File: src/rtl/core/char_lcd_nibble_write_sequencer_macros.svh
// Assertion helpers shared by the LCD sequencer modules.
`ifndef CHAR_LCD_NIBBLE_WRITE_SEQUENCER_MACROS_SVH
`define CHAR_LCD_NIBBLE_WRITE_SEQUENCER_MACROS_SVH

// Same-cycle implication, disabled during reset.
`define LCD4_ASSERT_NOW(label, clk, rst_n, ante, cons) \
    label: assert property (@(posedge clk) disable iff (!rst_n) (ante) |-> (cons)) \
        else $error("lcd4 check failed");

// Next-cycle implication, disabled during reset.
`define LCD4_ASSERT_NEXT(label, clk, rst_n, ante, cons) \
    label: assert property (@(posedge clk) disable iff (!rst_n) (ante) |=> (cons)) \
        else $error("lcd4 check failed");

`endif

File: src/rtl/core/lcd4_pkg.sv
package lcd4_pkg;

    // Request codes
    typedef enum logic [2:0] {
        MODE_INIT   = 3'd0,
        MODE_CMD    = 3'd1,
        MODE_DATA   = 3'd2,
        MODE_CLEAR  = 3'd3,
        MODE_SHIFT  = 3'd4,
        MODE_CURSOR = 3'd5,
        MODE_GLYPH  = 3'd6
    } mode_t;

    // Controller command bytes
    localparam logic [7:0] CMD_FUNC_SET = 8'h28;
    localparam logic [7:0] CMD_DISP_ON  = 8'h0C;
    localparam logic [7:0] CMD_CLEAR    = 8'h01;
    localparam logic [7:0] CMD_SHIFT_R  = 8'h18;
    localparam logic [7:0] CMD_SHIFT_L  = 8'h1C;
    localparam logic [7:0] CMD_DDRAM    = 8'h80;
    localparam logic [1:0] CMD_CGRAM_HI = 2'b01;
    localparam logic [3:0] INIT_NIBBLE  = 4'h2;

    // Hold times in ms
    localparam logic [2:0] HOLD_NONE      = 3'd0;
    localparam logic [2:0] HOLD_PULSE_CMD = 3'd1;
    localparam logic [2:0] HOLD_END       = 3'd2;
    localparam logic [2:0] HOLD_CLEAR_END = 3'd3;
    localparam logic [2:0] HOLD_INIT_END  = 3'd5;

    // Step positions within one byte and within the init prelude
    localparam logic [2:0] SUB_HI_SETUP = 3'd0;
    localparam logic [2:0] SUB_HI_EN    = 3'd1;
    localparam logic [2:0] SUB_HI_FALL  = 3'd2;
    localparam logic [2:0] SUB_LO_SETUP = 3'd3;
    localparam logic [2:0] SUB_LO_EN    = 3'd4;
    localparam logic [2:0] SUB_LO_FALL  = 3'd5;

    // Init byte sequence index
    localparam logic [1:0] INIT_FUNC  = 2'd0;
    localparam logic [1:0] INIT_DISP  = 2'd1;
    localparam logic [1:0] INIT_CLEAR = 2'd2;

    localparam int QUEUE_DEPTH_DEF = 2;

    // One classified request, as handed from front to back
    typedef struct packed {
        logic       init;
        logic       rs;
        logic [7:0] value;
        logic [2:0] final_hold;
    } job_t;

    typedef enum logic [1:0] {
        ST_IDLE    = 2'd0,
        ST_PRELUDE = 2'd1,
        ST_BYTE    = 2'd2
    } st_t;

endpackage

File: src/rtl/core/lcd4_front.sv
module lcd4_front (
    input  logic              clk,
    input  logic              rst_n,
    input  logic              in_valid,
    output logic              in_stall,
    input  logic [2:0]        mode,
    input  logic [7:0]        byte_value,
    input  logic              shift_left,
    input  logic [7:0]        column,
    input  logic [1:0]        row,
    input  logic [7:0]        slot,
    output logic              push_valid,
    input  logic              push_stall,
    output lcd4_pkg::job_t    push_job
);
    import lcd4_pkg::*;

    logic  valid_reg;
    logic  valid_next;
    job_t  job_reg;
    job_t  job_next;
    logic  keep;

    // Classify the request into one job; drop requests with no steps
    always_comb
    begin
        keep                = 1'b1;
        job_next.init       = 1'b0;
        job_next.rs         = 1'b0;
        job_next.value      = byte_value;
        job_next.final_hold = HOLD_END;
        case (mode)
            MODE_INIT:
            begin
                job_next.init       = 1'b1;
                job_next.value      = CMD_FUNC_SET;
                job_next.final_hold = HOLD_INIT_END;
            end
            MODE_CMD:
            begin
                job_next.value = byte_value;
            end
            MODE_DATA:
            begin
                job_next.rs = 1'b1;
            end
            MODE_CLEAR:
            begin
                job_next.value      = CMD_CLEAR;
                job_next.final_hold = HOLD_CLEAR_END;
            end
            MODE_SHIFT:
            begin
                job_next.value = shift_left ? CMD_SHIFT_L : CMD_SHIFT_R;
            end
            MODE_CURSOR:
            begin
                job_next.value = (CMD_DDRAM | {row, 6'b0}) + column;
            end
            MODE_GLYPH:
            begin
                keep           = (slot[7:3] == 5'd0);
                job_next.value = {CMD_CGRAM_HI, slot[2:0], 3'b000};
            end
            default:
            begin
                keep = 1'b0;
            end
        endcase
    end

    // Stage register in front of the queue
    assign in_stall   = valid_reg && push_stall;
    assign push_valid = valid_reg;
    assign push_job   = job_reg;
    assign valid_next = in_stall ? valid_reg : (in_valid && keep);

    always_ff @(posedge clk or negedge rst_n)
    begin
        if (!rst_n)
        begin
            valid_reg <= 1'b0;
        end
        else
        begin
            valid_reg <= valid_next;
        end
    end

    always_ff @(posedge clk)
    begin
        if (!in_stall && in_valid)
        begin
            job_reg <= job_next;
        end
    end

endmodule

File: src/rtl/core/lcd4_queue.sv
`include "char_lcd_nibble_write_sequencer_macros.svh"

module lcd4_queue #(
    parameter int DEPTH = lcd4_pkg::QUEUE_DEPTH_DEF
) (
    input  logic              clk,
    input  logic              rst_n,
    input  logic              push_valid,
    output logic              push_stall,
    input  lcd4_pkg::job_t    push_job,
    output logic              pop_valid,
    input  logic              pop_stall,
    output lcd4_pkg::job_t    pop_job
);
    import lcd4_pkg::*;

    localparam int PTR_W = (DEPTH > 1) ? $clog2(DEPTH) : 1;
    localparam int CNT_W = $clog2(DEPTH + 1);
    localparam logic [PTR_W-1:0] PTR_LAST = PTR_W'(DEPTH - 1);
    localparam logic [CNT_W-1:0] CNT_FULL = CNT_W'(DEPTH);

    job_t             slots [DEPTH];
    logic [PTR_W-1:0] wr_ptr_reg;
    logic [PTR_W-1:0] wr_ptr_next;
    logic [PTR_W-1:0] rd_ptr_reg;
    logic [PTR_W-1:0] rd_ptr_next;
    logic [CNT_W-1:0] count_reg;
    logic [CNT_W-1:0] count_next;
    logic             do_push;
    logic             do_pop;

    assign push_stall = (count_reg == CNT_FULL);
    assign pop_valid  = (count_reg != '0);
    assign pop_job    = slots[rd_ptr_reg];
    assign do_push    = push_valid && !push_stall;
    assign do_pop     = pop_valid && !pop_stall;

    // Pointer and fill count update
    always_comb
    begin
        wr_ptr_next = wr_ptr_reg;
        rd_ptr_next = rd_ptr_reg;
        count_next  = count_reg;
        if (do_push)
        begin
            wr_ptr_next = (wr_ptr_reg == PTR_LAST) ? '0 : wr_ptr_reg + 1'b1;
        end
        if (do_pop)
        begin
            rd_ptr_next = (rd_ptr_reg == PTR_LAST) ? '0 : rd_ptr_reg + 1'b1;
        end
        if (do_push && !do_pop)
        begin
            count_next = count_reg + 1'b1;
        end
        else if (do_pop && !do_push)
        begin
            count_next = count_reg - 1'b1;
        end
    end

    always_ff @(posedge clk or negedge rst_n)
    begin
        if (!rst_n)
        begin
            wr_ptr_reg <= '0;
            rd_ptr_reg <= '0;
            count_reg  <= '0;
        end
        else
        begin
            wr_ptr_reg <= wr_ptr_next;
            rd_ptr_reg <= rd_ptr_next;
            count_reg  <= count_next;
        end
    end

    always_ff @(posedge clk)
    begin
        if (do_push)
        begin
            slots[wr_ptr_reg] <= push_job;
        end
    end

    // Fill count stays within depth and tracks push/pop
    `LCD4_ASSERT_NOW(a_count_range, clk, rst_n, 1'b1, count_reg <= CNT_FULL)
    `LCD4_ASSERT_NEXT(a_count_push, clk, rst_n, do_push && !do_pop,
        count_reg == $past(count_reg) + 1'b1)
    `LCD4_ASSERT_NEXT(a_count_pop, clk, rst_n, do_pop && !do_push,
        count_reg == $past(count_reg) - 1'b1)

endmodule

File: src/rtl/core/lcd4_back.sv
`include "char_lcd_nibble_write_sequencer_macros.svh"

module lcd4_back (
    input  logic              clk,
    input  logic              rst_n,
    input  logic              pop_valid,
    output logic              pop_stall,
    input  lcd4_pkg::job_t    pop_job,
    output logic              out_valid,
    input  logic              out_stall,
    output logic              reg_select,
    output logic              strobe_res,
    output logic [3:0]        nibble,
    output logic [2:0]        hold_ms,
    output logic              last
);
    import lcd4_pkg::*;

    st_t        state_reg;
    st_t        state_next;
    job_t       job_reg;
    logic [2:0] sub_reg;
    logic [2:0] sub_next;
    logic [1:0] bsel_reg;
    logic [1:0] bsel_next;
    logic       out_valid_reg;
    logic       out_valid_next;
    logic       rs_reg;
    logic       en_reg;
    logic [3:0] nib_reg;
    logic [2:0] hold_reg;
    logic       last_reg;

    logic       step_go;
    logic       step_rs;
    logic       step_en;
    logic [3:0] step_nib;
    logic [2:0] step_hold;
    logic       step_last;
    logic [7:0] cur_value;
    logic       do_pop;

    assign out_valid  = out_valid_reg;
    assign reg_select = rs_reg;
    assign strobe_res = en_reg;
    assign nibble     = nib_reg;
    assign hold_ms    = hold_reg;
    assign last       = last_reg;

    // One step per cycle whenever the output register can take it
    assign step_go = (state_reg != ST_IDLE) && (!out_valid_reg || !out_stall);

    // Byte being sent: init walks its fixed command list
    always_comb
    begin
        cur_value = job_reg.value;
        if (job_reg.init)
        begin
            case (bsel_reg)
                INIT_FUNC:  cur_value = CMD_FUNC_SET;
                INIT_DISP:  cur_value = CMD_DISP_ON;
                default:    cur_value = CMD_CLEAR;
            endcase
        end
    end

    // Pin step for the current position
    always_comb
    begin
        step_rs   = job_reg.rs;
        step_nib  = (sub_reg < SUB_LO_SETUP) ? cur_value[7:4] : cur_value[3:0];
        step_en   = (sub_reg == SUB_HI_EN) || (sub_reg == SUB_LO_EN);
        step_last = 1'b0;
        step_hold = HOLD_NONE;
        if (state_reg == ST_PRELUDE)
        begin
            step_rs   = 1'b0;
            step_nib  = INIT_NIBBLE;
            step_en   = (sub_reg == SUB_HI_EN);
            step_hold = sub_reg;
        end
        else
        begin
            case (sub_reg)
                SUB_HI_EN, SUB_HI_FALL, SUB_LO_EN:
                begin
                    step_hold = job_reg.rs ? HOLD_NONE : HOLD_PULSE_CMD;
                end
                SUB_LO_FALL:
                begin
                    step_last = !job_reg.init || (bsel_reg == INIT_CLEAR);
                    step_hold = step_last ? job_reg.final_hold : HOLD_END;
                end
                default:
                begin
                    step_hold = HOLD_NONE;
                end
            endcase
        end
    end

    // Sequencer: advance position, take the next job at the end of a run
    always_comb
    begin
        state_next = state_reg;
        sub_next   = sub_reg;
        bsel_next  = bsel_reg;
        pop_stall  = 1'b1;
        if (step_go)
        begin
            if (state_reg == ST_PRELUDE)
            begin
                if (sub_reg == SUB_HI_FALL)
                begin
                    state_next = ST_BYTE;
                    sub_next   = SUB_HI_SETUP;
                end
                else
                begin
                    sub_next = sub_reg + 3'd1;
                end
            end
            else if (sub_reg == SUB_LO_FALL)
            begin
                sub_next = SUB_HI_SETUP;
                if (step_last)
                begin
                    state_next = ST_IDLE;
                end
                else
                begin
                    bsel_next = bsel_reg + 2'd1;
                end
            end
            else
            begin
                sub_next = sub_reg + 3'd1;
            end
        end
        if ((state_reg == ST_IDLE) || (step_go && step_last))
        begin
            pop_stall = 1'b0;
            if (pop_valid)
            begin
                state_next = pop_job.init ? ST_PRELUDE : ST_BYTE;
                sub_next   = SUB_HI_SETUP;
                bsel_next  = INIT_FUNC;
            end
        end
    end

    assign do_pop = pop_valid && !pop_stall;

    always_comb
    begin
        if (step_go)
        begin
            out_valid_next = 1'b1;
        end
        else if (!out_stall)
        begin
            out_valid_next = 1'b0;
        end
        else
        begin
            out_valid_next = out_valid_reg;
        end
    end

    always_ff @(posedge clk or negedge rst_n)
    begin
        if (!rst_n)
        begin
            state_reg     <= ST_IDLE;
            sub_reg       <= SUB_HI_SETUP;
            bsel_reg      <= INIT_FUNC;
            out_valid_reg <= 1'b0;
        end
        else
        begin
            state_reg     <= state_next;
            sub_reg       <= sub_next;
            bsel_reg      <= bsel_next;
            out_valid_reg <= out_valid_next;
        end
    end

    // Job and output word payload
    always_ff @(posedge clk)
    begin
        if (do_pop)
        begin
            job_reg <= pop_job;
        end
        if (step_go)
        begin
            rs_reg   <= step_rs;
            en_reg   <= step_en;
            nib_reg  <= step_nib;
            hold_reg <= step_hold;
            last_reg <= step_last;
        end
    end

    // Prelude runs before any init byte; plain jobs send a single byte
    `LCD4_ASSERT_NOW(a_prelude_first, clk, rst_n, state_reg == ST_PRELUDE,
        bsel_reg == INIT_FUNC && job_reg.init)
    `LCD4_ASSERT_NOW(a_single_byte, clk, rst_n, state_reg == ST_BYTE && !job_reg.init,
        bsel_reg == INIT_FUNC)
    `LCD4_ASSERT_NEXT(a_pop_starts, clk, rst_n, do_pop,
        state_reg != ST_IDLE && sub_reg == SUB_HI_SETUP)

endmodule

File: src/rtl/core/char_lcd_nibble_write_sequencer.sv
// Character-LCD 4-bit write sequencer. Each accepted request (init, raw
// command, data character, clear, display shift, cursor move, glyph slot
// select) becomes a run of pin words: RS, enable, D7..D4 and a hold time in
// ms, with last set on the final word. A byte run is 6 words and an init run
// is 21 words, issued at one word per cycle by the back sequencer. Requests
// that produce no words (glyph slot 8 or more, unused mode code) are absorbed
// in the front stage. A classify stage and a QUEUE_DEPTH-entry queue sit
// ahead of the sequencer, so new requests are taken every cycle until the
// queue fills. The output word is registered and refills in the cycle it is
// taken, so words follow with no gap; while a word waits to be taken the
// sequencer holds its place.
module char_lcd_nibble_write_sequencer #(
    parameter int QUEUE_DEPTH = lcd4_pkg::QUEUE_DEPTH_DEF
) (
    input  logic       clk,
    input  logic       rst_n,
    input  logic       in_valid,
    output logic       in_stall,
    input  logic [2:0] mode,
    input  logic [7:0] byte_value,
    input  logic       shift_left,
    input  logic [7:0] column,
    input  logic [1:0] row,
    input  logic [7:0] slot,
    output logic       out_valid,
    input  logic       out_stall,
    output logic       reg_select,
    output logic       strobe_res,
    output logic [3:0] nibble,
    output logic [2:0] hold_ms,
    output logic       last
);
    import lcd4_pkg::*;

    logic  push_valid;
    logic  push_stall;
    job_t  push_job;
    logic  pop_valid;
    logic  pop_stall;
    job_t  pop_job;

    lcd4_front u_front (
        .clk        (clk),
        .rst_n      (rst_n),
        .in_valid   (in_valid),
        .in_stall   (in_stall),
        .mode       (mode),
        .byte_value (byte_value),
        .shift_left (shift_left),
        .column     (column),
        .row        (row),
        .slot       (slot),
        .push_valid (push_valid),
        .push_stall (push_stall),
        .push_job   (push_job)
    );

    lcd4_queue #(
        .DEPTH (QUEUE_DEPTH)
    ) u_queue (
        .clk        (clk),
        .rst_n      (rst_n),
        .push_valid (push_valid),
        .push_stall (push_stall),
        .push_job   (push_job),
        .pop_valid  (pop_valid),
        .pop_stall  (pop_stall),
        .pop_job    (pop_job)
    );

    lcd4_back u_back (
        .clk        (clk),
        .rst_n      (rst_n),
        .pop_valid  (pop_valid),
        .pop_stall  (pop_stall),
        .pop_job    (pop_job),
        .out_valid  (out_valid),
        .out_stall  (out_stall),
        .reg_select (reg_select),
        .strobe_res (strobe_res),
        .nibble     (nibble),
        .hold_ms    (hold_ms),
        .last       (last)
    );

endmodule

File: config.mk
export PLATFORM = sky130hd
export DESIGN_NAME = char_lcd_nibble_write_sequencer
export DESIGN_NICKNAME = d
export VERILOG_FILES = /design/src/rtl/core/lcd4_pkg.sv /design/src/rtl/core/lcd4_front.sv /design/src/rtl/core/lcd4_queue.sv /design/src/rtl/core/lcd4_back.sv /design/src/rtl/core/char_lcd_nibble_write_sequencer.sv
export VERILOG_INCLUDE_DIRS = /design/src /design/src/rtl/core
export SDC_FILE = /design/constraint.sdc
export NUM_CORES = 1
export LEC_CHECK = 0
export ABC_AREA = 1
export BUFFER_PORTS_ARGS = -buffer_cell sky130_fd_sc_hd__clkbuf_2
export CAP_MARGIN = 30
export CORE_ASPECT_RATIO = 1.5
export CORE_UTILIZATION = 53
export CTS_BUF_LIST = sky130_fd_sc_hd__clkbuf_8
export CTS_CLUSTER_SIZE = 16
export DETAILED_ROUTE_END_ITERATION = 8
export PLACE_DENSITY = 0.82
export SLEW_MARGIN = 30
export SYNTH_ARGS = -nofsm -noshare
export SYNTH_HDL_FRONTEND = slang
export SYNTH_HIERARCHICAL = 1
export SYNTH_SLANG_ARGS = --single-unit
File: constraint.sdc
create_clock -name clk -period 2.3 [get_ports clk]
set_input_delay 0.69 -clock clk [delete_from_list [all_inputs] [get_ports clk]]
set_output_delay 0.69 -clock clk [all_outputs]
set_load 0.02 [all_outputs]
==> results of run 1 <==
## cell usage after synthesis, types with 2 or more instances
cell type / instances / share of area, %
nand2_1: 104 / 11
edfxtp_1: 61 / 53
inv_1: 30 / 3.3
nor2_1: 18 / 2.0
inv_2: 15 / 1.6
nand3_1: 14 / 2.0
dfrtp_1: 13 / 9.5
nand4_1: 11 / 2.0
o21ai_1: 8 / 1.2
o21ai_0: 7 / 1.0
a21oi_1: 5 / 0.73
ha_1: 5 / 1.8
nor2_4: 5 / 1.6
nand2_2: 4 / 0.73
nor2_2: 3 / 0.55
buf_4: 2 / 0.44
buf_6: 2 / 0.66
nand2_4: 2 / 0.66
nand3_2: 2 / 0.58
nand3_4: 2 / 1.0
o211ai_1: 2 / 0.44
o21ai_4: 2 / 0.95
## cell type report
type | instances | area, µm² | area share [%]
Clock buffer | 9 | 124 | 3.15
Clock inverter | 7 | 77.6 | 1.97
Inverter | 46 | 175 | 4.45
Multi-Input combinational cell | 203 | 1060 | 27.0
Sequential cell | 74 | 2160 | 54.9
Tap cell | 74 | 92.6 | 2.35
Timing Repair Buffer | 47 | 243 | 6.17
## worst max-delay path by stage
stage | start | to | slack (ps) | cells after the start
after detailed placement | out_stall | u_queue/count_reg[1]$_DFFE_PN0P_ | 150 | 14
after global routing | u_back/bsel_reg[0]$_DFF_PN0_ | u_queue/count_reg[1]$_DFFE_PN0P_ | 210 | 14
after CTS | u_queue/count_reg[0]$_DFFE_PN0P_ | in_stall | 260 | 4
after global placement | out_stall | u_queue/count_reg[1]$_DFFE_PN0P_ | 200 | 14
final | u_queue/count_reg[0]$_DFFE_PN0P_ | in_stall | 290 | 4
after floorplan | out_stall | u_queue/count_reg[1]$_DFFE_PN0P_ | 220 | 13
## routing by layer
metal	GRT usage (%)	part of all wire, %
met1	17.4	38
met2	34.4	56
met3	4.30	3.4
met4	11.5	2.7
met5	0	0
## cell families after synthesis
logic type	share of synthesized area, %
xor gates and xnor gates	0.255
and+or+nand+nor	23.5
adders and majority gates	1.82
buffers and inverters	6.20
AOI/OAI and AO/OA	5.43
DFF	62.8
## critical path, stage by stage (launching register included)
cell and delay [ps]:
dfrtp_1 440, nor2_2 190, nand2_1 100, inv_1 80
clkbuf_2 160
## power by group
part	internal (mW)	switching [mW]	leakage, nW
Sequential	2.04	0.242	0.741
Clock	0.507	0.490	0.0885
Combinational	0.505	1.11	0.959
Total	3.05	1.84	1.79
==> out/metrics.yaml, run 1 <==
place:
  place.detailed.hpwl_mm: 4.17
  port_buffers: 44
  place_ws_ps: 154
  place_area_mm2: 0.00373
  placedCellCount: 444
  place_congestion: 0.822
cts:
  path_clk_slew_ps: 80
  cts_buffer_depth: 2
  cts_resized: 0
  cts_tree: "built"
  post-cts-setup-buffers: 0
  clock_sinks: 74
  cts_buffers: 9
  root_buffer: "clkbuf_8"
  hold_buffers: 0
  h-tree-depth: 3
  clock_latency_ps: 340
die:
  row_count: 35
  io_pins: 46
  core_mm2: 0.00622
  die_area_mm2: 0.00681
  fp.dieH_um: 101
  die_w_um: 67.7
  start_util_pct: 55.2
pwr:
  total_leakage_power_nw: 1.79
  power_density_mw_per_mm2: 1240
  peakVddDrop_mv: 0.491
  fin_total_pwr_mw: 4.89
synth:
  synth_fp_nets: 366
  synthArstFlopShare_pct: 17.6
  avgSynthCellArea_um2: 10.5
  synth_cell_types: 32
  ys_warn_count: 6
  netlist_area_mm2: 0.00343
  synth_edf_count: 61
  synthFlopType: "edfxtp_1"
  ys_seq_area_share_pct: 62.8
  synth-seq-cells: 74
  syn_inst: 327
final_layout:
  final_util_pct: 63.2
  largest_reg_flops: 26
  final_cell_mix: "nand2_1 (104), edfxtp_1 (61), clkbuf_2 (44), inv_1 (30), nor2_1 (18)"
  area_delta_synth_final_pct: 14.5
  num_antenna_cells: 0
  final_cells: 460
  drive_above_1_share_pct: 26.2
  final_common_cell: "nand2_1"
  layout.nets: 420
  finalInstanceArea_mm2: 0.00393
  n_fill_cell: 490
routing:
  vias: 2358
  dr.first_iter.drc_count: 130
  drcViolationCount: 0
  routed_wl_mm: 5.45
  final_antenna_net_count: 0
  viasPerCell: 5.13
  wl_per_cell_um: 11.9
  dr.pass1.iters: 5
worst_setup_path:
  worstPathArrival_ps: 1320
  worstSetupEndpointType: "output pin"
  r2r-start: "u_back/bsel_reg[0]$_DFF_PN0_"
  r2r_end: "u_queue/count_reg[1]$_DFFE_PN0P_"
  reg2reg_depth: 14
  cp_max_fo: 5
  crit_type: "flop to output pin"
  cp.required_ps: 1610
  reg2reg_slack_ps: 380
  cp-start-kind: "flop"
timing:
  post-route-period-util_pct: 87.5
  finClkSkew_ps: 10.6
  tns_ps: 0
  setup_ws_ps: 288
  whs_ps: 228
  hold_violations: 0
  max_freq_mhz: 497
  period_needed_ps: 2010
  relSlewSlack_pct: 65.8
  slew_violations: 0
  setup_violations: 0
  rsz0062_at_grt: "no"
  tightest_slew_ps: 513
grt:
  grt_remaining_overflow: 0
  grt_pass1_vias: 2236
  antenna_found_initial: 0
  grt_start_max_net_pins: 16
  grt_pass1_wl_mm: 9.19
  grt_usage_pct: 18.6
worst_hold_path:
  min_path_type: "input port to async pin"
run:
  maxCapViolations: 0
outcome:
  outcome: "completed"
No activity file was read; power rests on OpenSTA's default activity.
==> run 2: changes to the inputs <==
CORE_UTILIZATION = 50   (was 53)
PLACE_DENSITY = 0.79   (was 0.82)
SYNTH_HIERARCHICAL = default   (was 1)
==> out/metrics.yaml, run 2 <==
synth:
  synth-seq-cells: 71
  synth_common_cells: "nand2_1 (91), edfxtp_1 (58), inv_1 (28), nor2_1 (17), nand3_1 (16)"
  synth_top_area_cell: "edfxtp_1"
  ys_seq_area_share_pct: 68.0
  synth_top_area_share_pct: 57.3
  netlist_area_mm2: 0.00304
  synthTopCellsByArea: "edfxtp_1 (57%), nand2_1 (11%), dfrtp_1 (11%)"
  avgSynthCellArea_um2: 10.8
  synth_fp_nets: 319
  synth_cell_types: 27
  synth_edf_count: 58
  syn_inst: 280
  synthArstFlopShare_pct: 18.3
  synthFlopType: "edfxtp_1"
  ys_warn_count: 0
  yosysMostFrequentCell: "nand2_1"
timing:
  tns_ps: 0
  hold_violations: 0
  setup_ws_ps: 273
  max_freq_mhz: 493
  tightest_slew_ps: 453
  period_needed_ps: 2030
  finClkSkew_ps: 5.74
  rsz0062_at_grt: "no"
  slew_violations: 0
  post-route-period-util_pct: 88.1
  setup_violations: 0
  relSlewSlack_pct: 69.8
final_layout:
  n_fill_cell: 441
  layout.nets: 374
  num_antenna_cells: 0
  final_cell_mix: "nand2_1 (91), edfxtp_1 (58), clkbuf_2 (44), inv_1 (28)"
  area_delta_synth_final_pct: 19.0
  drive_above_1_share_pct: 21.8
  seq_area_mm2: 0.00207
  largest_reg_flops: 24
  multi_input_area_um2: 866
  final_common_cell: "nand2_1"
routing:
  routed_wl_mm: 4.91
  wl_per_cell_um: 11.9
  dr.max_layer_used: "met4"
  dr.first_iter.drc_count: 173
  final_antenna_net_count: 0
  dr.pass1.iters: 4
  drcViolationCount: 0
  met2_length_mm: 2.87
  viasPerCell: 4.94
  vias: 2035
  wl_met3_um: 181
  met1_length_mm: 1.73
worst_setup_path:
  crit_buf_inv: 3
  worstPathArrival_ps: 2240
  crit_type: "flop to flop"
  cp.required_ps: 2510
  critPathMostFrequentCell: "inv_1"
  cp-start-kind: "flop"
  cp_slowest_cell: "dfrtp_1"
  critical_path.top_delay_family: "simple AND/OR/NAND/NOR gates"
  worstPathCellList: "inv_1, ha_1, inv_1, nand2_1, inv_1, nor2_2, nand2_1, nand2_2, nand2_2, ha_4, a21oi_1, o21ai_1, xor2_1"
  worstSetupEndpointType: "flop"
  cp_max_fo: 4
  slowest_delay_ps: 400
pwr:
  total_leakage_power_nw: 1.60
  p_int_mw: 3.12
  seq_power_share_pct: 46.2
  peakVddDrop_mv: 0.738
  sw_frac_of_total_pct: 33.6
  power_density_mw_per_mm2: 1300
  p_clk_share_pct: 25.1
  switchingPower_mw: 1.58
  p_comb_share_pct: 28.7
  fin_total_pwr_mw: 4.71
place:
  place_congestion: 0.816
  port_buffers: 44
  place_ws_ps: 148
  place.detailed.hpwl_mm: 3.73
outcome:
  outcome: "completed"
grt:
  grt_pass1_vias: 2116
  antenna_found_initial: 0
  grt_start_max_net_pins: 19
  grt_remaining_overflow: 0
  grt_pass1_wl_mm: 8.79
  grt_usage_pct: 18.5
cts:
  clock_sinks: 71
  root_buffer: "clkbuf_8"
  cts_buffers: 9
  clock_latency_ps: 330
  h-tree-depth: 3
  hold_buffers: 0
  cts_tree: "built"
  path_clk_slew_ps: 70
  cts_buffer_depth: 2
die:
  core_mm2: 0.00583
  start_util_pct: 52.1
  fp.dieH_um: 97.5
  die_w_um: 65.6
  die_area_mm2: 0.00640
  io_pins: 46
  row_count: 34
run:
  maxCapViolations: 0
worst_hold_path:
  min_path_type: "input port to async pin"
[run 2: cell count changes after synthesis, sizes merged, moves of 2 or more]
cell / delta
o21ai: -3
nand3: -2
nand2: -15
nor3: +2
nor2: -7
edfxtp: -3
nand4: -8
clkbuf: +2
buf: -4
a21oi: +4
inv: -16
xor2: +2
[run 2: area by class of cell]
class,instances,area share (%)
Clock buffer,9,3.43
Clock inverter,7,3.36
Inverter,30,3.11
Multi-Input combinational cell,177,23.9
Sequential cell,71,57.2
Tap cell,72,2.49
Timing Repair Buffer,46,6.51
[run 2: worst reg2reg max path, stage by stage (launching register included)]
cell,delay [ps]
dfrtp_1,400
inv_1,100
ha_1,150
inv_1,30
nand2_1,100
inv_1,100
nor2_2,140
nand2_1,70
nand2_2,80
nand2_2,100
ha_4,240
a21oi_1,130
o21ai_1,110
xor2_1,150
[run 2: cell families (layout without fill, tap and decap cells)]
family / count (synthesis) / in the layout / synth area share, %
compound gates: 30 / 30 / 5.52
xor+xnor: 3 / 3 / 0.865
fa+ha+maj: 5 / 5 / 2.06
buf+inv: 32 / 92 / 3.95
flops: 71 / 71 / 68.0
simple gates: 139 / 139 / 19.6
[run 2: final timing paths]
kind | slack (ps) | end | startpoint | cells after the start
setup / recovery | 270 | u_queue.count_reg[1]$_DFFE_PN0P_ | u_back.bsel_reg[0]$_DFF_PN0_ | 13
hold / removal | 240 | u_queue.count_reg[0]$_DFFE_PN0P_ | rst_n | 1
setup reg to reg | 270 | u_queue.count_reg[1]$_DFFE_PN0P_ | u_back.bsel_reg[0]$_DFF_PN0_ | 13
hold reg to reg | 450 | u_queue.slots[0][6]$_DFFE_PP_ | u_front.push_job[6]$_DFFE_PP_ | 0
max in group asynchronous | 1810 | u_back.out_valid$_DFFE_PN0P_ | rst_n | 1
min in group clk | 450 | u_queue.slots[0][6]$_DFFE_PP_ | u_front.push_job[6]$_DFFE_PP_ | 0
[run 2: metal layers]
| layer | up-vias | global-route usage (%) |
|---|---|---|
| met5 | - | 0 |
| met4 | 0 | 12.0 |
| met3 | 10 | 3.64 |
| met2 | 66 | 34.1 |
| met1 | 903 | 17.6 |
| li1 | 1056 | - |
[run 2: power by group through the flow]
stage / combinational, mW / sequential, mW / clock [mW]
global placement: 1.26 / 2.17 / 0
CTS: 1.33 / 2.18 / 1.20
finish: 1.35 / 2.17 / 1.18
floorplan: 0.870 / 2.26 / 0
detailed placement: 1.32 / 2.20 / 0
global route: 1.56 / 2.22 / 1.26
[run 2: timing repair]
action / 4_1_cts / 5_1_grt
endpoints found under the setup margin: 0 / 1
gates resized for setup: 0 / 3
buffers inserted: 0 / 0
[run 2: stage by stage]
stage | hold slack, ps | util, % | instances | area, µm²
2_1_floorplan | 394 | - | 280 | 3040
3_3_place_gp | 422 | 57.6 | 396 | 3360
3_5_place_dp | 432 | 57.6 | 396 | 3360
4_1_cts | 234 | 61.8 | 412 | 3600
5_1_grt | 254 | 62.0 | 412 | 3620
6_report | 241 | 62.0 | 412 | 3620
